### src/hdl/logic_trigger_condition_matcher_unit_assert.svh
// Assertion macros for the trigger condition matcher.
`ifndef LOGIC_TRIGGER_CONDITION_MATCHER_UNIT_ASSERT_SVH
`define LOGIC_TRIGGER_CONDITION_MATCHER_UNIT_ASSERT_SVH

// Checked only while out of reset.
`define LTCM_ASSERT(label, clk, rst_n, prop, msg) \
  label: assert property (@(posedge clk) disable iff (!(rst_n)) (prop)) \
    else $error(msg);

// Checked at every edge, reset included.
`define LTCM_ASSERT_ALWAYS(label, clk, prop, msg) \
  label: assert property (@(posedge clk) (prop)) else $error(msg);

`endif

### src/hdl/ltcm_pkg.sv
// Types and constants shared by the trigger condition matcher.
package ltcm_pkg;

  localparam int SAMPLE_W  = 16;
  localparam int LANE_W    = 16;
  localparam int NUM_LANES = 4;
  localparam int CFG_W     = 64;
  localparam int CFG_IDX_W = 3;

  typedef enum logic [CFG_IDX_W-1:0] {
    CFG_HIGH_MASKS   = 3'd0,
    CFG_LOW_MASKS    = 3'd1,
    CFG_CHANGE_MASKS = 3'd2,
    CFG_STEADY_MASKS = 3'd3,
    CFG_SKIP_COUNTS  = 3'd4,
    CFG_SKIP_ONLY    = 3'd5,
    CFG_INIT_PINS    = 3'd6,
    CFG_INIT_FIRST   = 3'd7
  } cfg_idx_e;

  typedef struct packed {
    logic [CFG_W-1:0]     high_masks;
    logic [CFG_W-1:0]     low_masks;
    logic [CFG_W-1:0]     change_masks;
    logic [CFG_W-1:0]     steady_masks;
    logic [CFG_W-1:0]     skip_counts;
    logic [NUM_LANES-1:0] skip_only;
    logic [SAMPLE_W-1:0]  init_pins;
    logic [SAMPLE_W-1:0]  init_first;
  } cfg_t;

  typedef struct packed {
    logic active;
    logic hit;
  } cond_res_t;

endpackage

### src/hdl/ltcm_if.sv
// Valid/ready channel interfaces for sample words and result words.
interface ltcm_in_if;
  logic                          valid;
  logic                          ready;
  logic [ltcm_pkg::SAMPLE_W-1:0] sample;

  modport source (output valid, output sample, input ready);
  modport sink   (input valid, input sample, output ready);
endinterface

interface ltcm_out_if;
  logic                           valid;
  logic                           ready;
  logic                           matched;
  logic [ltcm_pkg::NUM_LANES-1:0] condition_hits;
  logic [ltcm_pkg::SAMPLE_W-1:0]  pins;

  modport source (output valid, output matched, output condition_hits, output pins,
                  input ready);
  modport sink   (input valid, input matched, input condition_hits, input pins,
                  output ready);
endinterface

### src/hdl/ltcm_cfg.sv
// Configuration register file of the trigger condition matcher.
module ltcm_cfg (
  input  logic                           clk_i,
  input  logic                           rst_ni,
  input  logic                           cfg_we_i,
  input  logic [ltcm_pkg::CFG_IDX_W-1:0] cfg_idx_i,
  input  logic [ltcm_pkg::CFG_W-1:0]     cfg_data_i,
  output ltcm_pkg::cfg_t                 cfg_o
);

  ltcm_pkg::cfg_t cfg_q, cfg_d;

  always_comb begin
    cfg_d = cfg_q;
    if (cfg_we_i) begin
      case (ltcm_pkg::cfg_idx_e'(cfg_idx_i))
        ltcm_pkg::CFG_HIGH_MASKS:   cfg_d.high_masks   = cfg_data_i;
        ltcm_pkg::CFG_LOW_MASKS:    cfg_d.low_masks    = cfg_data_i;
        ltcm_pkg::CFG_CHANGE_MASKS: cfg_d.change_masks = cfg_data_i;
        ltcm_pkg::CFG_STEADY_MASKS: cfg_d.steady_masks = cfg_data_i;
        ltcm_pkg::CFG_SKIP_COUNTS:  cfg_d.skip_counts  = cfg_data_i;
        ltcm_pkg::CFG_SKIP_ONLY:
          cfg_d.skip_only = cfg_data_i[ltcm_pkg::NUM_LANES-1:0];
        ltcm_pkg::CFG_INIT_PINS:
          cfg_d.init_pins = cfg_data_i[ltcm_pkg::SAMPLE_W-1:0];
        ltcm_pkg::CFG_INIT_FIRST:
          cfg_d.init_first = cfg_data_i[ltcm_pkg::SAMPLE_W-1:0];
        default: cfg_d = cfg_q;
      endcase
    end
  end

  always_ff @(posedge clk_i or negedge rst_ni) begin
    if (!rst_ni) begin
      cfg_q <= '0;
    end else begin
      cfg_q <= cfg_d;
    end
  end

  assign cfg_o = cfg_q;

endmodule

### src/hdl/ltcm_cond.sv
// One trigger condition: pin level/toggle masks or a skip-only term.
module ltcm_cond #(
  parameter int CH_W   = 16,
  parameter int SKIP_W = 16
) (
  input  logic [CH_W-1:0]               cur_i,
  input  logic [CH_W-1:0]               chg_i,
  input  logic [CH_W-1:0]               high_i,
  input  logic [CH_W-1:0]               low_i,
  input  logic [CH_W-1:0]               change_i,
  input  logic [CH_W-1:0]               steady_i,
  input  logic [ltcm_pkg::LANE_W-1:0]   skip_lane_i,
  input  logic                          skip_only_i,
  input  logic [SKIP_W-1:0]             elapsed_i,
  output ltcm_pkg::cond_res_t           res_o
);

  // only the low min(SKIP_W, LANE_W) bits of a lane count
  localparam int SL = (SKIP_W < ltcm_pkg::LANE_W) ? SKIP_W : ltcm_pkg::LANE_W;

  logic [SKIP_W-1:0] thresh;
  logic              pin_hit;
  logic              any_mask;

  assign thresh   = SKIP_W'(skip_lane_i[SL-1:0]);
  assign any_mask = |(high_i | low_i | change_i | steady_i);
  assign pin_hit  = ((cur_i & high_i) == high_i) && ((~cur_i & low_i) == low_i) &&
                    ((chg_i & change_i) == change_i) && ((~chg_i & steady_i) == steady_i);

  always_comb begin
    if (skip_only_i) begin
      res_o.active = 1'b1;
      res_o.hit    = (elapsed_i >= thresh);
    end else begin
      res_o.active = any_mask;
      res_o.hit    = any_mask && pin_hit;
    end
  end

endmodule

### src/hdl/logic_trigger_condition_matcher_unit.sv
// Trigger condition matcher: one logic sample word in, one match word out.
//
// in_ch_i carries sample words (valid/ready, accepted when both are high);
// out_ch_o carries result words: matched, condition_hits and pins (the sample).
// Each sample is compared with the previous one to find toggled channels,
// then up to four conditions are tested against levels, toggles or the skip
// counter. Configuration is written through cfg_we_i/cfg_idx_i/cfg_data_i;
// the user writes it only while the block is idle, not enforced by the block.
// An accepted word waits in the sample register, moves into the result
// register once that is empty or being read, and is offered from then on.
// Throughput is one word per cycle unless the receiver stalls: the sample and
// result registers form a two-deep pipeline, and the running state (previous
// levels, first-sample flag, skip count) updates with the result register.
// When the receiver stalls the result holds; one more word may wait in the
// sample register, after which in_ch_i.ready drops.
// Reset clears the pipeline, the configuration and the running state; the
// next word accepted is treated as the first sample.
`include "logic_trigger_condition_matcher_unit_assert.svh"

module logic_trigger_condition_matcher_unit #(
  parameter int CHANNELS   = 16,
  parameter int CONDITIONS = 4,
  parameter int SKIP_BITS  = 16
) (
  input  logic                           clk_i,
  input  logic                           rst_ni,
  input  logic                           cfg_we_i,
  input  logic [ltcm_pkg::CFG_IDX_W-1:0] cfg_idx_i,
  input  logic [ltcm_pkg::CFG_W-1:0]     cfg_data_i,
  ltcm_in_if.sink                        in_ch_i,
  ltcm_out_if.source                     out_ch_o
);

  localparam int CH_W = (CHANNELS < ltcm_pkg::SAMPLE_W) ? CHANNELS : ltcm_pkg::SAMPLE_W;
  localparam int LW   = ltcm_pkg::LANE_W;

  ltcm_pkg::cfg_t cfg;

  ltcm_cfg u_cfg (
    .clk_i      (clk_i),
    .rst_ni     (rst_ni),
    .cfg_we_i   (cfg_we_i),
    .cfg_idx_i  (cfg_idx_i),
    .cfg_data_i (cfg_data_i),
    .cfg_o      (cfg)
  );

  // sample register
  logic            s1_valid_q, s1_valid_d;
  logic [CH_W-1:0] s1_sample_q;
  logic            load, adv;

  // running state
  logic [CH_W-1:0]      prev_q;
  logic                 first_q;
  logic [SKIP_BITS-1:0] elapsed_q, elapsed_d;

  // result register
  logic                           out_valid_q, out_valid_d;
  logic                           matched_q;
  logic [ltcm_pkg::NUM_LANES-1:0] hits_q;
  logic [CH_W-1:0]                pins_q;

  assign adv  = s1_valid_q && (!out_valid_q || out_ch_o.ready);
  assign in_ch_i.ready = !s1_valid_q || adv;
  assign load = in_ch_i.valid && in_ch_i.ready;

  always_comb begin
    s1_valid_d = s1_valid_q;
    if (load) begin
      s1_valid_d = 1'b1;
    end else if (adv) begin
      s1_valid_d = 1'b0;
    end
    out_valid_d = out_valid_q;
    if (adv) begin
      out_valid_d = 1'b1;
    end else if (out_ch_o.ready) begin
      out_valid_d = 1'b0;
    end
  end

  // match logic on the registered sample
  logic [CH_W-1:0]                prev, chg;
  logic [SKIP_BITS-1:0]           elapsed_now;
  logic [ltcm_pkg::NUM_LANES-1:0] hits, active;
  logic                           matched;

  assign prev = first_q ? prev_q
              : ((cfg.init_pins[CH_W-1:0] & ~cfg.init_first[CH_W-1:0]) |
                 (s1_sample_q & cfg.init_first[CH_W-1:0]));
  assign chg  = s1_sample_q ^ prev;
  assign elapsed_now = (&elapsed_q) ? elapsed_q : elapsed_q + SKIP_BITS'(1);

  for (genvar c = 0; c < ltcm_pkg::NUM_LANES; c++) begin : g_cond
    if (c < CONDITIONS) begin : g_on
      ltcm_pkg::cond_res_t res;

      ltcm_cond #(
        .CH_W   (CH_W),
        .SKIP_W (SKIP_BITS)
      ) u_cond (
        .cur_i       (s1_sample_q),
        .chg_i       (chg),
        .high_i      (cfg.high_masks[c*LW +: CH_W]),
        .low_i       (cfg.low_masks[c*LW +: CH_W]),
        .change_i    (cfg.change_masks[c*LW +: CH_W]),
        .steady_i    (cfg.steady_masks[c*LW +: CH_W]),
        .skip_lane_i (cfg.skip_counts[c*LW +: LW]),
        .skip_only_i (cfg.skip_only[c]),
        .elapsed_i   (elapsed_now),
        .res_o       (res)
      );

      assign hits[c]   = res.hit;
      assign active[c] = res.active;
    end else begin : g_off
      assign hits[c]   = 1'b0;
      assign active[c] = 1'b0;
    end
  end

  assign matched   = !(|active) || (|hits);
  assign elapsed_d = matched ? '0 : elapsed_now;

  always_ff @(posedge clk_i or negedge rst_ni) begin
    if (!rst_ni) begin
      s1_valid_q  <= 1'b0;
      out_valid_q <= 1'b0;
      prev_q      <= '0;
      first_q     <= 1'b0;
      elapsed_q   <= '0;
    end else begin
      s1_valid_q  <= s1_valid_d;
      out_valid_q <= out_valid_d;
      if (adv) begin
        prev_q    <= s1_sample_q;
        first_q   <= 1'b1;
        elapsed_q <= elapsed_d;
      end
    end
  end

  always_ff @(posedge clk_i) begin
    if (load) begin
      s1_sample_q <= in_ch_i.sample[CH_W-1:0];
    end
    if (adv) begin
      matched_q <= matched;
      hits_q    <= hits;
      pins_q    <= s1_sample_q;
    end
  end

  assign out_ch_o.valid          = out_valid_q;
  assign out_ch_o.matched        = matched_q;
  assign out_ch_o.condition_hits = hits_q;
  assign out_ch_o.pins           = ltcm_pkg::SAMPLE_W'(pins_q);

  `LTCM_ASSERT(a_match_clears_skip, clk_i, rst_ni, adv && matched |=> elapsed_q == '0, "skip count not cleared on match")
  `LTCM_ASSERT(a_prev_tracks, clk_i, rst_ni, adv |=> first_q && prev_q == $past(s1_sample_q), "previous levels not updated")
  `LTCM_ASSERT(a_stall_full, clk_i, rst_ni, !in_ch_i.ready |-> s1_valid_q && out_valid_q && !out_ch_o.ready, "input stalled with room in pipeline")
  `LTCM_ASSERT_ALWAYS(a_reset_empty, clk_i, !rst_ni |-> !s1_valid_q && !out_valid_q && !first_q, "pipeline not empty in reset")

endmodule
### src/flat_wrapper.sv
// flat-port wrapper written by rule: the top's interface ports become plain ports
module logic_trigger_condition_matcher_unit_flat 
#(
  parameter int CHANNELS   = 16,
  parameter int CONDITIONS = 4,
  parameter int SKIP_BITS  = 16
)
  (clk_i, rst_ni, cfg_we_i, cfg_idx_i, cfg_data_i, in_ch_i_valid, in_ch_i_sample, in_ch_i_ready, out_ch_o_valid, out_ch_o_matched, out_ch_o_condition_hits, out_ch_o_pins, out_ch_o_ready);
  ltcm_in_if in_ch_i_i ();
  ltcm_out_if out_ch_o_i ();
  input  logic clk_i;
  input  logic rst_ni;
  input  logic cfg_we_i;
  input  logic [ltcm_pkg::CFG_IDX_W-1:0] cfg_idx_i;
  input  logic [ltcm_pkg::CFG_W-1:0] cfg_data_i;
  input wire logic [$bits(in_ch_i_i.valid)-1:0] in_ch_i_valid;
  input wire logic [$bits(in_ch_i_i.sample)-1:0] in_ch_i_sample;
  output wire logic [$bits(in_ch_i_i.ready)-1:0] in_ch_i_ready;
  output wire logic [$bits(out_ch_o_i.valid)-1:0] out_ch_o_valid;
  output wire logic [$bits(out_ch_o_i.matched)-1:0] out_ch_o_matched;
  output wire logic [$bits(out_ch_o_i.condition_hits)-1:0] out_ch_o_condition_hits;
  output wire logic [$bits(out_ch_o_i.pins)-1:0] out_ch_o_pins;
  input wire logic [$bits(out_ch_o_i.ready)-1:0] out_ch_o_ready;
  assign in_ch_i_i.valid = in_ch_i_valid;
  assign in_ch_i_i.sample = in_ch_i_sample;
  assign in_ch_i_ready = in_ch_i_i.ready;
  assign out_ch_o_valid = out_ch_o_i.valid;
  assign out_ch_o_matched = out_ch_o_i.matched;
  assign out_ch_o_condition_hits = out_ch_o_i.condition_hits;
  assign out_ch_o_pins = out_ch_o_i.pins;
  assign out_ch_o_i.ready = out_ch_o_ready;
  logic_trigger_condition_matcher_unit #(.CHANNELS(CHANNELS), .CONDITIONS(CONDITIONS), .SKIP_BITS(SKIP_BITS)) u_core (.clk_i(clk_i), .rst_ni(rst_ni), .cfg_we_i(cfg_we_i), .cfg_idx_i(cfg_idx_i), .cfg_data_i(cfg_data_i), .in_ch_i(in_ch_i_i), .out_ch_o(out_ch_o_i));
endmodule
### config.mk
export PLATFORM = sky130hd
export DESIGN_NAME = logic_trigger_condition_matcher_unit_flat
export DESIGN_NICKNAME = d
export VERILOG_FILES = /design/src/hdl/ltcm_pkg.sv /design/src/hdl/ltcm_if.sv /design/src/hdl/ltcm_cfg.sv /design/src/hdl/ltcm_cond.sv /design/src/hdl/logic_trigger_condition_matcher_unit.sv /design/src/flat_wrapper.sv
export VERILOG_INCLUDE_DIRS = /design/src /design/src/hdl
export SDC_FILE = /design/constraint.sdc
export NUM_CORES = 1
export LEC_CHECK = 0
export BUFFER_PORTS_ARGS = -buffer_cell sky130_fd_sc_hd__buf_2
export CAP_MARGIN = 20
export CORE_MARGIN = 10
export CORE_UTILIZATION = 35
export DETAILED_ROUTE_END_ITERATION = 7
export GPL_TIMING_DRIVEN = 0
export PLACE_DENSITY = 0.55
export SLEW_MARGIN = 0
export SYNTH_ARGS = -nofsm -noshare
export SYNTH_HDL_FRONTEND = slang
export SYNTH_HIERARCHICAL = 1
export SYNTH_SLANG_ARGS = --single-unit
### constraint.sdc
create_clock -name clk_i -period 11.3 [get_ports clk_i]
set_input_delay 1.695 -clock clk_i [delete_from_list [all_inputs] [get_ports clk_i]]
set_output_delay 1.695 -clock clk_i [all_outputs]
set_load 0.03 [all_outputs]
==> results.yml <==
routing:
  vias_per_cell: 5.50
  wl_per_cell_um: 26.2
  drtPass1Iterations: 5
  drt_iter0_drc: 1091
  vias: 14600
  drc: 0
  ant_nets: 0
  wirelength_um: 69500
logic_synthesis:
  synth_top_area_share_pct: 47.1
  synth.distinct_cells: 70
  async_flop_share_pct: 91.4
  yosysWarnings: 6
  synth_nets: 1814
  synth_seq_cells: 428
  syn_area_um2: 20800
  synth_area_per_cell_um2: 12.5
  synth_edf_count: 37
  syn_inst: 1661
  netlist_top_cells_area: "dfrtp_1 47%, mux2_1 9.8%, mux2_2 9.8%, edfxtp_1 5.3%, ha_1 3.9%"
  synth_top_area_cell: "dfrtp_1"
  synth-seq-area-share_pct: 52.4
  yosysMostFrequentCell: "dfrtp_1"
  ys.flop_type: "dfrtp_1"
  synth_common_cells: "391 x dfrtp_1, 180 x mux2_1, 180 x mux2_2"
cells_and_area:
  drive_gt1_share_pct: 24.6
  fill_cells: 5571
  fin_cells: 2647
  num_antenna_cells: 0
  syn2layout_area_growth_pct: 17.5
  nets: 1988
clock_network:
  root_buffer: "clkbuf_16"
  hold_buffers: 0
  cts.sinks: 428
  cts_max_level: 2
  cts_setup_buffers: 0
  cts_tree: "built"
  clockBufferDepth: 3
  clkLatencyLatePin_ns: 0.60
  cts_resized: 0
  path_clk_slew_ns: 0.06
  cts_buffers: 49
worst_setup_path:
  crit_start: "u_core/elapsed_q[0]"
  reg2reg_depth: 16
  end_kind: "flip-flop"
  cp-start-kind: "flip-flop"
  crit_type: "reg -> reg"
  rrSetupSlack_ns: 5.66
  r2r_start: "u_core/elapsed_q[0]"
  r2r-end: "u_core/elapsed_q[7]"
  setup.worst_path.end: "u_core/elapsed_q[7]"
  cp_max_fo: 10
  cp_slowest_cell: "a41oi_1"
  path_cells: "ha_1 > nand3_1 > nor3_1 > a31oi_1 > a41oi_1 > ha_1 > a21oi_1 > nand2_1 > a211oi_1 > nor2_1 > a211o_1 > nor4_1 > nand4_1 > buf_2 > a31o_2 > a21oi_1"
  cp_data_required_time_ns: 11.81
  critPathArrivalTime_ns: 6.16
  slowest_delay_ns: 0.90
run:
  drv_cap: 0
global_route:
  grt_usage_pct: 19.7
  grt_pass1_wl_um: 103000
  grt_max_degree: 110
  grt_pass1_vias: 15400
  grt_overflow: 0
  antenna_found_initial: 3
placed_design:
  dp.final_hpwl_um: 50200
  port_buffers: 107
  placedCellCount: 2556
  place.gp.congestion: 0.907
floorplanning:
  fp-row-count: 89
  die_x_um: 264
  die_area_um2: 69500
  start_util_pct: 35.3
  dieHeight_um: 264
  core_area_um2: 58900
  ios: 111
timing:
  rsz0062_at_grt: "false"
  finalSetupViolations: 0
  slew_headroom_pct: 18.7
  worst_slew_pin_slew_ns: 1.22
  max_freq_mhz: 177
  period_needed_ns: 5.64
  hold_viol: 0
  fin_skew_ns: 0.0346
  tns_ns: 0
  slew_violations: 0
  fin_crit_sh_pct: 49.9
min_path:
  hold_depth: 1
  worstHoldStart: "u_core/u_cfg/cfg_o[98]"
  hp-class: "reg -> reg"
power_and_ir_drop:
  peakVddDrop_mv: 0.112
  p_per_area_nw_per_um2: 196
  p_leak_nw: 10.9
outcome:
  status: "complete, no violations"
==> logic make-up (layout without fill, tap and decap cells) <==
| kind of cell | after synthesis | in the layout | share of synthesized area, % |
|---|---|---|---|
| DFF | 428 | 428 | 52.4 |
| muxes | 403 | 403 | 21.6 |
| and+or+nand+nor | 346 | 346 | 9.38 |
| buffers and inverters | 192 | 405 | 4.77 |
| AOI/OAI and AO/OA | 188 | 188 | 6.31 |
| adders and majority gates | 65 | 65 | 3.91 |
| xor gates and xnor gates | 39 | 39 | 1.64 |
==> worst min path at each step <==
stage	to
detailed placement	u_core/u_cfg/cfg_o[54]
global route	u_core/u_cfg/cfg_o[85]
global placement	u_core/u_cfg/cfg_o[59]
CTS	u_core/u_cfg/cfg_o[91]
finish	u_core/u_cfg/cfg_o[98]
floorplan	u_core/u_cfg/cfg_o[39]
==> registers in the layout (all words and copies together) (netlist names) <==
name,count
u_core/u_cfg/cfg_o,356
u_core/out_ch_o.pins,16
u_core/elapsed_q,16
u_core/out_ch_o.matched,1
u_core/prev_q,16
u_core/s1_valid_q,1
u_core/out_ch_o.condition_hits,4
u_core/first_q,1
u_core/s1_sample_q,16
u_core/out_ch_o.valid,1
==> cells in the final DEF, fill, tap and decap left out, types with 5 or more instances in the layout <==
| cell type | synthesis | layout |
|---|---|---|
| inv_1 | 131 | 131 |
| buf_2 | 7 | 113 |
| clkbuf_8 | 0 | 9 |
| edfxtp_1 | 37 | 37 |
| bufinv_16 | 0 | 6 |
| a211oi_1 | 11 | 11 |
| a21oi_1 | 44 | 44 |
| o22ai_1 | 15 | 15 |
| a21o_1 | 7 | 7 |
| nor3_1 | 9 | 9 |
| or4_1 | 6 | 6 |
| xnor2_1 | 20 | 20 |
| xor2_1 | 19 | 19 |
| mux2_1 | 180 | 180 |
| a221oi_1 | 28 | 28 |
| mux2_2 | 180 | 180 |
| buf_4 | 5 | 5 |
| nand4_1 | 51 | 51 |
| o31ai_4 | 0 | 9 |
| clkinv_2 | 0 | 7 |
| ha_1 | 65 | 65 |
| buf_6 | 32 | 41 |
| nand2_1 | 99 | 99 |
| mux2i_1 | 43 | 43 |
| nor4_1 | 78 | 78 |
| o31ai_2 | 0 | 6 |
| dfrtp_1 | 391 | 391 |
| clkbuf_16 | 0 | 52 |
| nor2_1 | 20 | 20 |
| o21ai_0 | 26 | 26 |
| clkbuf_1 | 13 | 23 |
| nor2b_1 | 26 | 26 |
| nand3_1 | 20 | 20 |
==> cell type report <==
class / instances / area, um^2 / share of cell area [%]
Buffer: 61 / 502 / 2.05
Clock buffer: 72 / 1470 / 6.00
Clock inverter: 18 / 264 / 1.08
Inverter: 131 / 492 / 2.01
Multi-Input combinational cell: 1041 / 9050 / 37.1
Sequential cell: 428 / 10900 / 44.6
Tap cell: 773 / 967 / 3.96
Timing Repair Buffer: 123 / 795 / 3.25
==> per-stage QoR <==
stage	area [um^2]	setup slack (ns)	power, mW	utilization, %	hold WS, ns
6_report	24400	5.66	4.78	41.5	0.485
5_1_grt	24400	5.31	5.01	41.5	0.503
4_1_cts	24400	5.72	4.81	41.5	0.490
3_5_place_dp	22700	5.75	3.10	38.5	0.475
3_3_place_gp	22300	0.673	3.01	37.8	0.470
2_1_floorplan	20800	7.34	2.65	-	0.458
==> worst max-delay path, delay by kind of cell (launching register included) <==
| family | cells | cell delay [ns] |
|---|---|---|
| buffers and inverters | 1 | 0.31 |
| flip-flops | 1 | 0.47 |
| AND/OR/NAND/NOR | 6 | 1.92 |
| adder cells (fa/ha/maj) | 2 | 0.71 |
| AO/OA/AOI/OAI | 7 | 2.13 |
==> where the power goes <==
group	leakage [nW]	internal, mW	switching (mW)	total, mW
Sequential	5.07	1.86	0.279	2.14
Clock	0.846	1.04	0.659	1.70
Combinational	4.98	0.438	0.506	0.945
Total	10.9	3.34	1.44	4.78
==> routing by layer <==
| metal | track usage (%) | up-vias | routed length (um) |
|---|---|---|---|
| met2 | 32.4 | 457 | 32500 |
| met5 | 0 | - | 34 |
| met1 | 25.1 | 7501 | 30200 |
| met4 | 8.08 | 4 | 2870 |
| li1 | - | 6468 | - |
| met3 | 3.77 | 124 | 3820 |
Power figures use the tool's default switching activity.
